==> src/design/yuvrgb_pkg.sv <==
// ----------------------------------------------------------------------------
// yuvrgb_pkg
// types, codes and conversion tables of the yuv to rgb frame store
// ----------------------------------------------------------------------------
`default_nettype none

package yuvrgb_pkg;

  // configuration port
  localparam int CFG_INDEX_W = 2;
  localparam int CFG_DATA_W  = 11;
  localparam logic [CFG_INDEX_W-1:0] CFG_WIDTH  = 2'd0;
  localparam logic [CFG_INDEX_W-1:0] CFG_HEIGHT = 2'd1;
  localparam logic [CFG_INDEX_W-1:0] CFG_FORMAT = 2'd2;

  localparam int WIDTH_W  = 11;
  localparam int HEIGHT_W = 10;

  // transaction codes
  localparam logic MODE_WRITE   = 1'b0;
  localparam logic MODE_CONVERT = 1'b1;
  localparam logic FMT_YV12     = 1'b0;
  localparam logic FMT_YUY2     = 1'b1;

  // widest store address that a request can form before wrapping
  localparam int ADDR_REACH_W = 22;
  // multiplier operand widths: geometry times row or height
  localparam int MUL_A_W = 11;
  localparam int MUL_B_W = 10;

  // channel clamp limit, 255 << 8
  localparam int CHAN_MAX = 255 << 8;

  typedef enum logic [1:0] {
    ALU_ADD,
    ALU_MUL,
    ALU_MOD
  } yuvrgb_alu_op_e;

  typedef struct packed {
    logic        mode;
    logic [19:0] byte_address;
    logic [7:0]  byte_value;
    logic [9:0]  column;
    logic [8:0]  row;
  } yuvrgb_in_t;

  typedef struct packed {
    logic [7:0] red;
    logic [7:0] green;
    logic [7:0] blue;
    logic       outside_frame;
  } yuvrgb_out_t;

  typedef struct packed {
    logic [7:0] y;
    logic [7:0] cr;
    logic [7:0] cb;
  } yuvrgb_bytes_t;

  // conversion tables
  localparam int ROM_W     = 18;
  localparam int ROM_DEPTH = 256;
  typedef logic signed [ROM_W-1:0] yuvrgb_rom_t [ROM_DEPTH];

  localparam int ROM_SEL_Y   = 0;
  localparam int ROM_SEL_RCR = 1;
  localparam int ROM_SEL_GCR = 2;
  localparam int ROM_SEL_GCB = 3;
  localparam int ROM_SEL_BCB = 4;

  // integer quotients truncate toward zero
  function automatic yuvrgb_rom_t build_rom(int sel);
    yuvrgb_rom_t rom;
    int          v;
    for (int i = 0; i < ROM_DEPTH; i++) begin
      case (sel)
        ROM_SEL_Y:   v = (i - 16) * 65280 / 219;
        ROM_SEL_RCR: v = (i - 128) * 356108 / 875;
        ROM_SEL_GCR: v = (i - 128) * (-25908) / 125;
        ROM_SEL_GCB: v = (i - 128) * (-87376) / 875;
        ROM_SEL_BCB: v = (i - 128) * 450088 / 875;
        default:     v = 0;
      endcase
      rom[i] = ROM_W'(v);
    end
    return rom;
  endfunction

  localparam yuvrgb_rom_t ROM_Y   = build_rom(ROM_SEL_Y);
  localparam yuvrgb_rom_t ROM_RCR = build_rom(ROM_SEL_RCR);
  localparam yuvrgb_rom_t ROM_GCR = build_rom(ROM_SEL_GCR);
  localparam yuvrgb_rom_t ROM_GCB = build_rom(ROM_SEL_GCB);
  localparam yuvrgb_rom_t ROM_BCB = build_rom(ROM_SEL_BCB);

endpackage

`default_nettype wire

==> src/design/yuvrgb_alu.sv <==
// ----------------------------------------------------------------------------
// yuvrgb_alu
// shared multiply, add and modulo-step unit for address generation
// ----------------------------------------------------------------------------
`default_nettype none

module yuvrgb_alu #(
  parameter int DW          = 22,
  parameter int STORE_BYTES = 1048576
) (
  input  wire yuvrgb_pkg::yuvrgb_alu_op_e op_i,
  input  wire logic [DW-1:0]              a_i,
  input  wire logic [DW-1:0]              b_i,
  output logic      [DW-1:0]              res_o
);

  localparam bit POW2 = (STORE_BYTES & (STORE_BYTES - 1)) == 0;

  logic [yuvrgb_pkg::MUL_A_W+yuvrgb_pkg::MUL_B_W-1:0] prod;

  assign prod = a_i[yuvrgb_pkg::MUL_A_W-1:0] * b_i[yuvrgb_pkg::MUL_B_W-1:0];

  always_comb begin
    case (op_i)
      yuvrgb_pkg::ALU_ADD: res_o = a_i + b_i;
      yuvrgb_pkg::ALU_MUL: res_o = DW'(prod);
      yuvrgb_pkg::ALU_MOD: begin
        // power-of-two store wraps by mask, else one restoring step
        if (POW2) begin
          res_o = a_i & DW'(STORE_BYTES - 1);
        end else begin
          res_o = (a_i >= b_i) ? (a_i - b_i) : a_i;
        end
      end
      default: res_o = '0;
    endcase
  end

endmodule

`default_nettype wire

==> config.mk <==
export PLATFORM = sky130hd
export DESIGN_NAME = yuvrgb_alu
export DESIGN_NICKNAME = d
export VERILOG_FILES = /design/src/design/yuvrgb_pkg.sv /design/src/design/yuvrgb_alu.sv
export SDC_FILE = /design/constraint.sdc
export NUM_CORES = 1
export LEC_CHECK = 0
export ABC_AREA = 0
export BUFFER_PORTS_ARGS = -buffer_cell sky130_fd_sc_hd__buf_2
export CAP_MARGIN = 25
export CELL_PAD_IN_SITES_DETAIL_PLACEMENT = 1
export CELL_PAD_IN_SITES_GLOBAL_PLACEMENT = 2
export CORE_MARGIN = 10
export CORE_UTILIZATION = 30
export DETAILED_ROUTE_END_ITERATION = 8
export PLACE_DENSITY_LB_ADDON = 0.15
export SLEW_MARGIN = 20
export SYNTH_ARGS = -nofsm -noshare
export SYNTH_HDL_FRONTEND = slang
export SYNTH_SLANG_ARGS = --single-unit
==> constraint.sdc <==
create_clock -name vclk -period 8.7
set_clock_uncertainty 0.1 [all_clocks]
set_input_delay 1.305 -clock vclk [all_inputs]
set_output_delay 1.305 -clock vclk [all_outputs]
set_load 0.005 [all_outputs]
==> summary.txt, run 1 <==
Synth Instances: 597
synthesis-to-layout area growth: 11.16%
Pwr per Cell Area: 211.6 nW/µm²
vias: 4401
Logic pwr share: 100.0%
Final setup viols: 0
Pwr Total: 1.158 mW
GR Util All Layers: 14.41%
crit end category: output pin
ant diodes: 0
port buffer count: 68
HP Class: in2out
starting DRC count in detailed routing: 98
vias per cell: 5.106
Net Count, Synth: 791
Initial Util: 30.77%
final wirelength: 15830 µm
DRT antenna net count: 0
TNS Setup: 0 ns
peak supply drop: 0.0001080 V
FP Rows: 46
register area share after synthesis: 0%
Slew Limit Fails: 0
Hold Fails Final Rpt: 0
die area: 21940 µm²
DRC viols: 0
post-synth top area share: 28.87%
DR WL/cell: 18.37 µm
type of origin of the critical path: primary input
Fmax: 121.2 MHz
vias in the first global route: 4967
minimum clock period: 8.254 ns
Post-CTS Hold Buffers: 0
net switching power: 0.6502 mW
CP Data Required Time: 7.30 ns
Fillers: 1970
Critical Setup Path Class: in2out
layout cells sized above 1: 13.16%
yosys warns: 0
max cap viols: 0
Flop pwr share: 0%
first-pass GRT wire length: 26290 µm
sw frac: 56.13%
GP Congestion: 0.8013
most frequent cells after synthesis: inv_1 (80), ha_1 (77), fa_1 (71)
Post-CTS Resized: 0
RSZ-0062 raised after global routing: false
initial antenna violation count: 0
largest cells by area after synthesis: fa_1 (29%), ha_1 (20%), and2_1 (7.0%), inv_1 (6.1%), nand2_1 (5.0%)
syn_area_per_cell: 8.247 µm²
worst-margin pin slew: 0.6974 ns
Overflow after GRT: 0
Syn Std Cell Area: 4923 µm²
area leader, netlist: fa_1
chip height: 148.1 µm
largest net degree at the start of global routing: 34
sequential cell area: 0 µm²
Detailed Routing Iterations Pass 1: 4
setup bufs post-CTS: 0
CLK BUF: 0
most frequent cell after synthesis: inv_1
Core Region: 16000 µm²
sequential cells: 0
DP HPWL: 13880 µm
Worst slew margin: 53.51%
clock share of power: 0%
DIE WIDTH: 148.1 µm
crit share post-route: 94.87%
io pins: 68
crit path DAT: 6.85 ns
nets: 842
status: finished, final reports clean
library cells used by synthesis: 54
cell internal pwr: 0.5081 mW
Max FO, Critical Path: 11
P_leak: 2.857 nW
worst max-delay path, stage by stage:
cell,delay [ns]
buf_2,0.21
ha_1,0.25
inv_1,0.09
fa_1,0.53
inv_1,0.05
fa_1,0.45
ha_1,0.33
fa_1,0.53
inv_1,0.05
fa_1,0.53
inv_1,0.04
ha_1,0.32
and3_1,0.19
a22oi_1,0.29
a21oi_2,0.13
a41oi_2,0.31
nor3_1,0.12
o41ai_1,0.33
mux2_2,0.38
a211o_2,0.27
buf_2,0.13
worst paths after layout:
kind | startpoint | end | slack (ns) | depth (start not counted)
min | a_i[13] | res_o[13] | 2.83 | 3
max | a_i[3] | res_o[19] | 0.45 | 21
power groups by stage:
stage	clock, mW	sequential [mW]	combinational [mW]
floorplan	0	0	0.860
global placement	0	0	1.17
detailed placement	0	0	1.19
CTS	0	0	1.19
global route	0	0	1.34
finish	0	0	1.16
per-stage QoR:
step | cells | hold slack (ns) | area (µm²) | setup slack (ns) | util [%]
after floorplan | 597 | 2.638 | 4923 | 0.9895 | -
after global placement | 862 | 2.835 | 5473 | 0.4593 | 34.20
after detailed placement | 862 | 2.835 | 5473 | 0.3709 | 34.20
after CTS | 862 | 2.835 | 5473 | 0.3762 | 34.20
after global routing | 862 | 2.863 | 5473 | 0.1113 | 34.20
final | 862 | 2.829 | 5473 | 0.4461 | 34.20
area by class of cell:
type	instances	area, µm²	area share, %
inverters	80	300.3	5.487
multi-input cells	495	4539	82.94
well taps	216	270.3	4.938
repair buffers	71	362.8	6.630
layer usage:
layer	vias to the layer above	GRT usage (%)	part of all wire (%)
met5	-	0	0
met4	0	1.239	0.85
met3	8	0.9709	2.6
met2	60	27.54	53
met1	2228	17.74	43
li1	2105	-	-
layout by cell type, fill, tap and decap left out, types with 3 or more instances in the layout:
cell | synthesis | final
a21oi_1 | 26 | 26
nand2b_1 | 8 | 8
a21o_1 | 21 | 21
o21bai_1 | 3 | 3
a211oi_1 | 6 | 6
buf_4 | 0 | 3
xor2_1 | 10 | 10
o31ai_1 | 5 | 5
xnor2_1 | 19 | 19
o22ai_1 | 9 | 9
nand3_1 | 5 | 5
buf_2 | 1 | 68
nor2_1 | 23 | 23
nand2_1 | 66 | 66
and3_1 | 4 | 4
o21a_1 | 12 | 12
a221o_1 | 3 | 3
and2_1 | 55 | 55
nor2b_1 | 3 | 3
o21ai_0 | 15 | 15
mux2i_1 | 6 | 6
nor3_1 | 10 | 10
ha_1 | 77 | 77
fa_1 | 71 | 71
inv_1 | 80 | 80
logic make-up after synthesis:
logic type / synth area share [%]
XOR/XNOR: 5.159
multiplexers: 1.677
AO/OA/AOI/OAI: 19.03
buffers and inverters: 7.802
AND/OR/NAND/NOR: 17.89
adder cells (fa/ha/maj): 48.44
Note: power is estimated with default switching activity, not from simulation.
==> run 2: changes to the inputs <==
MAX_ROUTING_LAYER = met4   (was default)
==> run 2 against run 1 <==
Count of clock-buffer cells in the layout did not move. Cell count did not move. Critical path depth did not move. First-iteration DRC count rose by 3.1%. Largest power group unchanged.
==> summary.txt, run 2 (synthesis gave the netlist of run 1 again) <==
Pwr per Cell Area: 211.7 nW/µm² (about the same)
die area: 21940 µm² (unchanged)
vias: 4388 (-0.30%)
type of origin of the critical path: primary input
Overflow after GRT: 0 (unchanged)
Worst slew margin: 53.40% (-0.11 points)
Final setup viols: 0 (unchanged)
HP Class: in2out
initial antenna violation count: 0 (unchanged)
DP Cell Count: 862 (unchanged)
first-pass GRT wire length: 26300 µm (about the same)
FP Rows: 46 (unchanged)
GR Util All Layers: 14.81% (+0.40 points)
final wirelength: 15790 µm (-0.26%)
setup bufs post-CTS: 0 (unchanged)
crit path launch: a_i[3]
crit share post-route: 94.88% (about the same)
port buffer count: 68 (unchanged)
Detailed Routing Iterations Pass 1: 4 (unchanged)
P_leak: 2.857 nW (unchanged)
DRC viols: 0 (unchanged)
DIE WIDTH: 148.1 µm (unchanged)
Post-CTS Hold Buffers: 0 (unchanged)
Fmax: 121.2 MHz (about the same)
io pins: 68 (unchanged)
CLK BUF: 0 (unchanged)
worst-margin pin slew: 0.6990 ns (+0.001688 ns)
DRT antenna net count: 0 (unchanged)
max cap viols: 0 (unchanged)
final worst setup slack: 0.4458 ns (-0.0003000 ns)
status: finished, final reports clean
Hold Fails Final Rpt: 0 (unchanged)
sequential cells: 0 (unchanged)
Max FO, Critical Path: 11 (unchanged)
RSZ-0062 raised after global routing: false
DR WL/cell: 18.32 µm (-0.26%)
ant diodes: 0 (unchanged)
vias per cell: 5.090 (-0.30%)
Critical Setup Path Class: in2out
commonest non-fill, non-tap cell in the layout: inv_1
crit path DAT: 6.85 ns (about the same)
most frequent cells in the layout: inv_1 (80), ha_1 (77), fa_1 (71)
Initial Util: 30.77% (unchanged)
nets: 842 (unchanged)
Finished Layout Cells: 862 (unchanged)
dpl ws: 0.3709 ns (unchanged)
crit end category: output pin
CP Capture Point: res_o[19]
DP HPWL: 13880 µm (unchanged)
chip height: 148.1 µm (unchanged)
GP Congestion: 0.8128 (+1.4%)
layout cells sized above 1: 13.16% (unchanged)
sequential cell area: 0 µm² (unchanged)
Core Region: 16000 µm² (unchanged)
Post-CTS Resized: 0 (unchanged)
starting DRC count in detailed routing: 101 (+3.1%)
Fillers: 1970 (unchanged)
largest net degree at the start of global routing: 34 (unchanged)
TNS Setup: 0 ns (unchanged)
vias in the first global route: 4963 (-0.081%)
CP Data Required Time: 7.30 ns (about the same)
synthesis-to-layout area growth: 11.16% (unchanged)
minimum clock period: 8.254 ns (+0.0003000 ns)
peak supply drop: 0.0001078 V (-0.20%)
Pwr Total: 1.158 mW (about the same)
Slew Limit Fails: 0 (unchanged)
==> run 2: cell counts in the layout (fill, tap and decap cells not counted) <==
Identical to the previous run, type by type.
==> run 2: layout make-up <==
| type | instances | area [µm²] | share of cell area, % |
|---|---|---|---|
| Timing Repair Buffer | 71 | 362.8 | 6.630 |
| Multi-Input combinational cell | 495 | 4539 | 82.94 |
| Inverter | 80 | 300.3 | 5.487 |
| Tap cell | 216 | 270.3 | 4.938 |
==> run 2: where the power goes <==
part	switching, mW	total [mW]	internal (mW)
Combinational	0.650	1.16	0.508
Clock	0	0	0
Sequential	0	0	0
==> run 2: per-stage QoR <==
| step | cell area, µm² | utilization, % | hold WS [ns] |
|---|---|---|---|
| after floorplan | 4923 | - | 2.638 |
| after global placement | 5473 | 34.20 | 2.835 |
| after detailed placement | 5473 | 34.20 | 2.835 |
| after CTS | 5473 | 34.20 | 2.835 |
| after global routing | 5473 | 34.20 | 2.863 |
| final | 5473 | 34.20 | 2.829 |
==> run 2: worst max-delay path: stages <==
cell	delay [ns]
buf_2	0.21
ha_1	0.25
inv_1	0.09
fa_1	0.53
inv_1	0.05
fa_1	0.45
ha_1	0.33
fa_1	0.53
inv_1	0.05
fa_1	0.53
inv_1	0.04
ha_1	0.32
and3_1	0.19
a22oi_1	0.29
a21oi_2	0.13
a41oi_2	0.31
nor3_1	0.12
o41ai_1	0.33
mux2_2	0.38
a211o_2	0.27
buf_2	0.13
==> run 2: how the worst min path moves through the flow <==
stage	start	to	slack, ns	depth (start not counted)
2_1_floorplan	a_i[16]	res_o[16]	2.64	2
3_3_place_gp	a_i[13]	res_o[13]	2.84	3
3_5_place_dp	a_i[13]	res_o[13]	2.83	3
4_1_cts	a_i[13]	res_o[13]	2.84	3
5_1_grt	a_i[13]	res_o[13]	2.86	3
6_report	a_i[13]	res_o[13]	2.83	3
==> run 2: routing by layer <==
metal  wire (µm)  up-vias  track usage (%)
li1            -     2105                -
met4         135        0            1.239
met2        8435       49            27.54
met1        6937     2226            17.96
met3         282        8           0.6371
met5           0        -                -
==> run 3: changes to the inputs <==
BUFFER_PORTS_ARGS = default   (was -buffer_cell sky130_fd_sc_hd__buf_2)
DONT_BUFFER_PORTS = 1   (was default)
==> run 3 against run 2 <==
Core utilization fell by 2.3 points. Via count fell by 5.5%. Non-clock buffer count decreased by 71.
==> summary.txt, run 3 (synthesis gave the netlist of run 1 again) <==
status: finished, final reports clean
Hold Fails Final Rpt: 0 (unchanged)
Critical Setup Path Class: in2out
die area: 21940 µm² (unchanged)
Pwr per Cell Area: 214.0 nW/µm² (+1.1%)
CP Data Required Time: 7.30 ns (about the same)
HP Class: in2out
TNS Setup: 0 ns (unchanged)
most frequent cells in the layout: inv_1 (80), ha_1 (77), fa_1 (71)
vias per cell: 5.241 (+3.0%)
min-delay src: op_i[0]
io pins: 68 (unchanged)
setup bufs post-CTS: 0 (unchanged)
layout cells sized above 1: 2.435% (-11 points)
vias in the first global route: 4545 (-8.4%)
Final setup viols: 0 (unchanged)
crit share post-route: 91.15% (-3.7 points)
FP Rows: 46 (unchanged)
first-pass GRT wire length: 25350 µm (-3.6%)
GR Util All Layers: 14.47% (-0.34 points)
Slew Limit Fails: 0 (unchanged)
Worst slew margin: 53.75% (+0.35 points)
hold path cells: 1 (-2)
Worst Hold End: res_o[21]
crit end category: output pin
RSZ-0062 raised after global routing: false
DP HPWL: 13410 µm (-3.4%)
synthesis-to-layout area growth: 3.787%
sequential cell area: 0 µm² (unchanged)
Post-CTS Hold Buffers: 0 (unchanged)
GP Congestion: 0.8188 (+0.74%)
largest net degree at the start of global routing: 34 (unchanged)
DRT antenna net count: 0 (unchanged)
vias: 4146 (-5.5%)
Post-CTS Resized: 0 (unchanged)
starting DRC count in detailed routing: 133 (+32%)
DRC viols: 0 (unchanged)
minimum clock period: 7.930 ns (-0.3245 ns)
initial antenna violation count: 0 (unchanged)
Initial Util: 30.77% (unchanged)
Fmax: 126.1 MHz (+4.1%)
Pwr Total: 1.093 mW (-5.6%)
design area: 5110 µm² (-6.6%)
hold slack: 2.563 ns (-0.2655 ns)
CLK BUF: 0 (unchanged)
peak supply drop: 0.00007981 V (-26%)
crit path DAT: 6.52 ns (-0.33 ns)
commonest non-fill, non-tap cell in the layout: inv_1
P_leak: 2.561 nW (-10%)
dpl ws: 0.7459 ns (+0.3751 ns)
DIE WIDTH: 148.1 µm (unchanged)
Detailed Routing Iterations Pass 1: 4 (unchanged)
sequential cells: 0 (unchanged)
type of origin of the critical path: primary input
Overflow after GRT: 0 (unchanged)
fin util: 31.94% (-2.3 points)
final wirelength: 15580 µm (-1.3%)
port buffer count: 0 (-100%)
final worst setup slack: 0.7702 ns (+0.3245 ns)
nets: 771 (-8.4%)
DP Cell Count: 791 (-8.2%)
max cap viols: 0 (unchanged)
Max FO, Critical Path: 11 (unchanged)
Core Region: 16000 µm² (unchanged)
Finished Layout Cells: 791 (-8.2%)
chip height: 148.1 µm (unchanged)
ant diodes: 0 (unchanged)
DR WL/cell: 19.70 µm (+7.5%)
worst-margin pin slew: 0.6923 ns (-0.006720 ns)
DP Area: 5110 µm² (-6.6%)
-- run 3: changes by cell type in the layout (fill, tap and decap cells not counted), sizes merged --
cell  previous run  this run
buf             71         0
-- run 3: power by group --
group / switching, mW / internal, mW / leakage [nW] / total (mW)
logic: 0.617 / 0.476 / 2.56 / 1.09
registers: 0 / 0 / 0 / 0
clock network: 0 / 0 / 0 / 0
-- run 3: worst max-delay path by stage --
stage          startpoint        end  slack (ns)  cells after the start
4_1_cts            a_i[3]  res_o[19]        0.75                     19
6_report           a_i[3]  res_o[19]        0.77                     19
2_1_floorplan      b_i[3]  res_o[19]        0.99                     21
3_3_place_gp       a_i[3]  res_o[19]        0.80                     19
3_5_place_dp       a_i[3]  res_o[19]        0.75                     19
5_1_grt            a_i[3]  res_o[19]        0.44                     19
-- run 3: worst max-delay path, stage by stage --
cell and delay (ns):
ha_1 0.20, inv_1 0.09, fa_1 0.53, inv_1 0.05
fa_1 0.45, ha_1 0.34, fa_1 0.54, inv_1 0.05
fa_1 0.53, inv_1 0.04, ha_1 0.33, and3_1 0.19
a22oi_1 0.28, a21oi_2 0.14, a41oi_2 0.33, nor3_1 0.11
o41ai_1 0.36, mux2_2 0.38, a211o_2 0.28
-- run 3: cell type report --
cell class | instances | area, µm²
inverter | 80 | 300.3
multi-input combinational | 495 | 4539
fill | 1965 | 10890
tap | 216 | 270.3
-- run 3: per-layer routing --
layer	vias up	GRT usage, %	routed length, µm
met5	-	-	0
met4	0	1.189	142
met3	10	1.699	538
met2	48	25.85	8118
met1	2128	17.76	6784
li1	1960	-	-
